==> config.mk <==
export PLATFORM = sky130hd
export DESIGN_NAME = sks_cell
export DESIGN_NICKNAME = d
export VERILOG_FILES = /design/src/sv/shellsort_key_sorter_assert.svh /design/src/sv/sks_pkg.sv /design/src/sv/sks_cell.sv
export SDC_FILE = /design/constraint.sdc
export NUM_CORES = 1
export LEC_CHECK = 0
export BUFFER_PORTS_ARGS = -buffer_cell sky130_fd_sc_hd__buf_2
export CORE_AREA = 2 2 96 98
export DETAILED_ROUTE_END_ITERATION = 16
export DIE_AREA = 0 0 98 100
export GPL_ROUTABILITY_DRIVEN = 1
export SYNTH_ARGS = -nofsm -noshare
export SYNTH_HDL_FRONTEND = slang
export SYNTH_SLANG_ARGS = --single-unit
==> constraint.sdc <==
create_clock -name clk_i -period 12.2 [get_ports clk_i]
set_clock_uncertainty 0.1 [all_clocks]
set_input_delay 2.44 -clock clk_i [delete_from_list [all_inputs] [get_ports clk_i]]
set_output_delay 2.44 -clock clk_i [all_outputs]
set_load 0.02 [all_outputs]
==> src/sv/shellsort_key_sorter_assert.svh <==
// Assertion macros shared by the key sorter RTL.
`ifndef SHELLSORT_KEY_SORTER_ASSERT_SVH
`define SHELLSORT_KEY_SORTER_ASSERT_SVH
`ifndef SYNTH
// Checked property, disabled while reset is asserted.
`define SKS_ASSERT(lbl, clk, rstn, prop) \
  lbl: assert property (@(posedge clk) disable iff (!rstn) prop) \
    else $error("%m: sorter check failed");
// Checked property that must also hold during reset.
`define SKS_ASSERT_ALWAYS(lbl, clk, prop) \
  lbl: assert property (@(posedge clk) prop) \
    else $error("%m: sorter check failed");
`else
`define SKS_ASSERT(lbl, clk, rstn, prop)
`define SKS_ASSERT_ALWAYS(lbl, clk, prop)
`endif
`endif

==> src/sv/sks_pkg.sv <==
// Shared constants and types of the key sorter.
package sks_pkg;

  // Default sizes of the sorter.
  localparam int SKS_CAPACITY = 64;
  localparam int SKS_KEY_BITS = 32;

  // Fixed width of the key fields on the channels and of the APB data bus.
  localparam int SKS_FIELD_BITS = 32;
  localparam int SKS_APB_DATA_BITS = 32;
  localparam int SKS_APB_ADDR_BITS = 3;

  // Register index, taken from paddr bit 2.
  localparam logic SKS_REG_SIGNED_COMPARE = 1'b0;

  // Controls broadcast from the sequencer to every cell.
  typedef struct packed {
    logic insert;      // a new key is placed into the row this cycle
    logic shift;       // the row moves one place toward the head
    logic signed_cmp;  // compare keys as two's complement numbers
  } sks_cell_ctrl_t;

endpackage

==> src/sv/sks_cell.sv <==
// One cell of the sorting row: holds a key and trades keys with its neighbors.
module sks_cell #(
  parameter int KEY_BITS = 32
) (
  input  logic                   clk_i,
  input  sks_pkg::sks_cell_ctrl_t ctrl_i,
  input  logic [KEY_BITS-1:0]    new_key_i,
  input  logic                   occupied_i,
  input  logic [KEY_BITS-1:0]    left_key_i,
  input  logic                   left_gt_i,
  input  logic [KEY_BITS-1:0]    right_key_i,
  output logic [KEY_BITS-1:0]    key_o,
  output logic                   gt_o
);

  localparam logic [KEY_BITS-1:0] SignMask = {1'b1, {(KEY_BITS-1){1'b0}}};

  logic [KEY_BITS-1:0] key_q;
  logic [KEY_BITS-1:0] key_d;
  logic [KEY_BITS-1:0] held_cmp;
  logic [KEY_BITS-1:0] new_cmp;

  // Flipping the sign bit turns a signed compare into an unsigned one.
  assign held_cmp = ctrl_i.signed_cmp ? (key_q ^ SignMask) : key_q;
  assign new_cmp  = ctrl_i.signed_cmp ? (new_key_i ^ SignMask) : new_key_i;

  // An empty cell orders after every key.
  assign gt_o  = !occupied_i || (held_cmp > new_cmp);
  assign key_o = key_q;

  // The row stays sorted: cells past the insert point take their left neighbor.
  always_comb begin
    key_d = key_q;
    if (ctrl_i.insert) begin
      if (left_gt_i) begin
        key_d = left_key_i;
      end else if (gt_o) begin
        key_d = new_key_i;
      end
    end else if (ctrl_i.shift) begin
      key_d = right_key_i;
    end
  end

  always_ff @(posedge clk_i) begin
    key_q <= key_d;
  end

endmodule

==> summary.txt <==
Wire length per cell = 12.8 um
Post CTS Setup Buffer Count = 0
Final setup violation count = 0
Initial antenna violation count = 0
Initial cell density of the core = 28.2%
Overall global routing resource usage = 13.2%
Total negative slack for setup checks = 0 ns
Wire length of the first global-routing pass = 10500 um
Largest stage delay on the critical path = 0.48 ns
Internal cell power = 217 uW
Pwr Density = 94.9 nW/um2
Overall via count from detail_route = 2294
Sequential fraction of the synthesis area = 38.3%
CTS-repair resized insts = 0
Via count of the first global-routing pass = 2320
Arr. time, crit path = 4.22 ns
Top fanout value on the critical path = 3
Final critical-path share of the clock period = 55.4%
Standard-cell rows = 35
Worst slew margin relative to its limit = 56.5%
DRT Pass-1 Iters = 4
Setup repair after global routing missed its margin = false
Critical path's slowest cell = sky130_fd_sc_hd__or4b_1
H-tree depth reported by CTS = 2
Portion of total power attributed to sequential cells = 44.3%
Fin crit period = 6.76 ns
Antenna viol nets, final = 0
Count of antenna diodes in the layout = 0
Yosys warning total = 0
Peak VDD IR = 0.0528 mV
Transition time at the pin with the least slew margin = 0.652 ns
Outcome = completed
Clock input transition at the sequential cells of the worst setup and hold paths = 0.06 ns
Net Count, Synth = 394
Clock Power Share = 23.0%
Number of top-level design ports = 135
Post-synthesis average cell area = 9.60 um2
Pins over their slew limit = 0
Leading cell type in the layout, fill and taps excluded = sky130_fd_sc_hd__buf_2
Share of post-route cells with drive strength above 1 = 37.8%
Gate Count Post-Synth = 261
Clock tree buffer depth = 2
Count of hold-fix buffers inserted at cts = 0
Clock latency of the later-clocked register in the worst-skew pair = 0.27 ns
TritonCTS sink count = 32
Switching power share of the total = 31.9%
Pre-CTS setup slack = 5.41 ns
Vias per inst = 4.56
Remaining DRCs = 0
Static leakage power = 1.73 nW
Die width = 98 um
Core region area = 8890 um2
# Max-Cap Violations = 0
DP Cell Count = 498
Global placement routability congestion = 0.787
First-iteration detailed-routing DRC count = 36
Required time at the worst-slack endpoint = 9.66 ns
Highest clock frequency the design can meet = 148 MHz
Relative contribution of combinational cells to total power = 32.8%
Path type of the worst min-delay path = flip-flop to flip-flop
Largest register FFs = 32
Total congestion overflow = 0
NumNets Final = 527
Area of all placed cells without fillers = 3360 um2
Routed wire length = 6440 um
#FFs+latches synth = 32
Port bufs = 134
Vertical extent of the die = 100 um
TritonCTS clock tree = built
Largest net degree at the start of global routing = 67
Die area = 9800 um2
Growth of design area from synthesis to finish = 34.0%
Startpoint of the worst setup timing path = new_key_i[14]
Netlist area before placement = 2510 um2
Worst Min Path Start = key_o[16]
Critical path class = primary input to primary output
Cell chosen for the clock root = sky130_fd_sc_hd__clkbuf_8
Leading cell types in the layout, fill and taps excluded = 134 x sky130_fd_sc_hd__buf_2, 46 x sky130_fd_sc_hd__a21oi_1, 38 x sky130_fd_sc_hd__nor2_1
Post-synth cell types = 31
Placement Cell Area = 3290 um2
Crit end category = primary output
PnR worst setup slack = 5.44 ns
Number of cells in the finished layout apart from fillers = 503
Inserted Clock Buffers = 5
Net Switching = 102 uW
HPWL Detailed = 5120 um
Chain of cells forming the critical path = buf_2 > inv_1 > ha_1 > a21oi_1 > nand2_1 > a21oi_1 > or4b_1 > nand4_1 > nand3_1 > buf_2
Worst setup SP type = primary input
Hold violation count in the final report = 0
Worst reg2reg startpoint = key_o[1]
-- area by class of cell --
type	instances	area [um2]
Inverter	32	120
Fill cell	968	5530
Tap cell	111	139
Clock buffer	5	68.8
Timing Repair Buffer	137	693
Sequential cell	32	961
Multi-Input combinational cell	186	1380
-- stage by stage --
stage	power [mW]	utilization, %	hold WS [ns]
6_report	0.319	37.8	1.02
5_1_grt	0.343	37.8	1.11
4_1_cts	0.326	37.8	1.04
3_5_place_dp	0.250	37.0	1.02
3_3_place_gp	0.248	37.0	0.991
2_1_floorplan	0.209	-	1.81
-- critical path, delay by kind of cell --
kind	cells	cell delay [ns]
AO/OA/AOI/OAI	2	0.33
adder cells (fa/ha/maj)	1	0.32
buffers and inverters	3	0.30
AND/OR/NAND/NOR	4	0.83
-- path summary, 6_finish.rpt --
| check | to | slack (ns) | cells after the start |
|---|---|---|---|
| setup reg to reg | key_o[28] | 9.48 | 8 |
| hold reg to reg | key_o[1] | 1.02 | 5 |
| setup / recovery | gt_o | 5.44 | 10 |
| hold / removal | key_o[1] | 1.02 | 5 |
-- synthesized netlist by cell type (all sizes together) --
master | count | area share, %
a21oi | 46 | 9.2
nor2 | 38 | 5.7
edfxtp | 32 | 38
inv | 32 | 4.8
mux2i | 32 | 13
ha | 31 | 15
nand2 | 8 | 1.2
clkbuf | 7 | 1.4
nand4 | 7 | 2.0
nand3 | 5 | 1.2
a21o | 4 | 1.2
buf | 4 | 1.0
o211ai | 2 | 0.80
a2111oi | 1 | 0.40
a211oi | 1 | 0.30
a22oi | 1 | 0.30
a31oi | 1 | 0.25
nor2b | 1 | 0.55
nor4 | 1 | 0.85
o21a | 1 | 0.30
o21ai | 1 | 0.20
o221ai | 1 | 0.35
o31ai | 1 | 0.30
or4 | 1 | 0.30
or4b | 1 | 0.40
xor2 | 1 | 0.35
-- kinds of logic after synthesis --
| group | synth area share, % |
|---|---|
| AO/OA/AOI/OAI | 13.6 |
| XOR/XNOR | 0.350 |
| adder cells (fa/ha/maj) | 15.5 |
| buffers and inverters | 7.29 |
| flip-flops | 38.3 |
| multiplexers | 12.8 |
| AND/OR/NAND/NOR | 12.2 |
-- power groups by stage --
stage / Sequential, mW / Clock (mW) / Combinational, mW
2_1_floorplan: 0.157 / 0 / 0.0515
4_1_cts: 0.142 / 0.0778 / 0.107
6_report: 0.141 / 0.0732 / 0.104
3_5_place_dp: 0.144 / 0 / 0.106
5_1_grt: 0.143 / 0.0814 / 0.119
3_3_place_gp: 0.143 / 0 / 0.105
-- metal layers --
layer	wire length [um]	track usage [%]	part of all wire, %
met3	464	3.76	7.2
met5	0	0	0
met2	3190	24.2	50
met1	2770	15.5	43
met4	15	2.24	0.23
No activity file was read; power rests on OpenSTA's default activity.
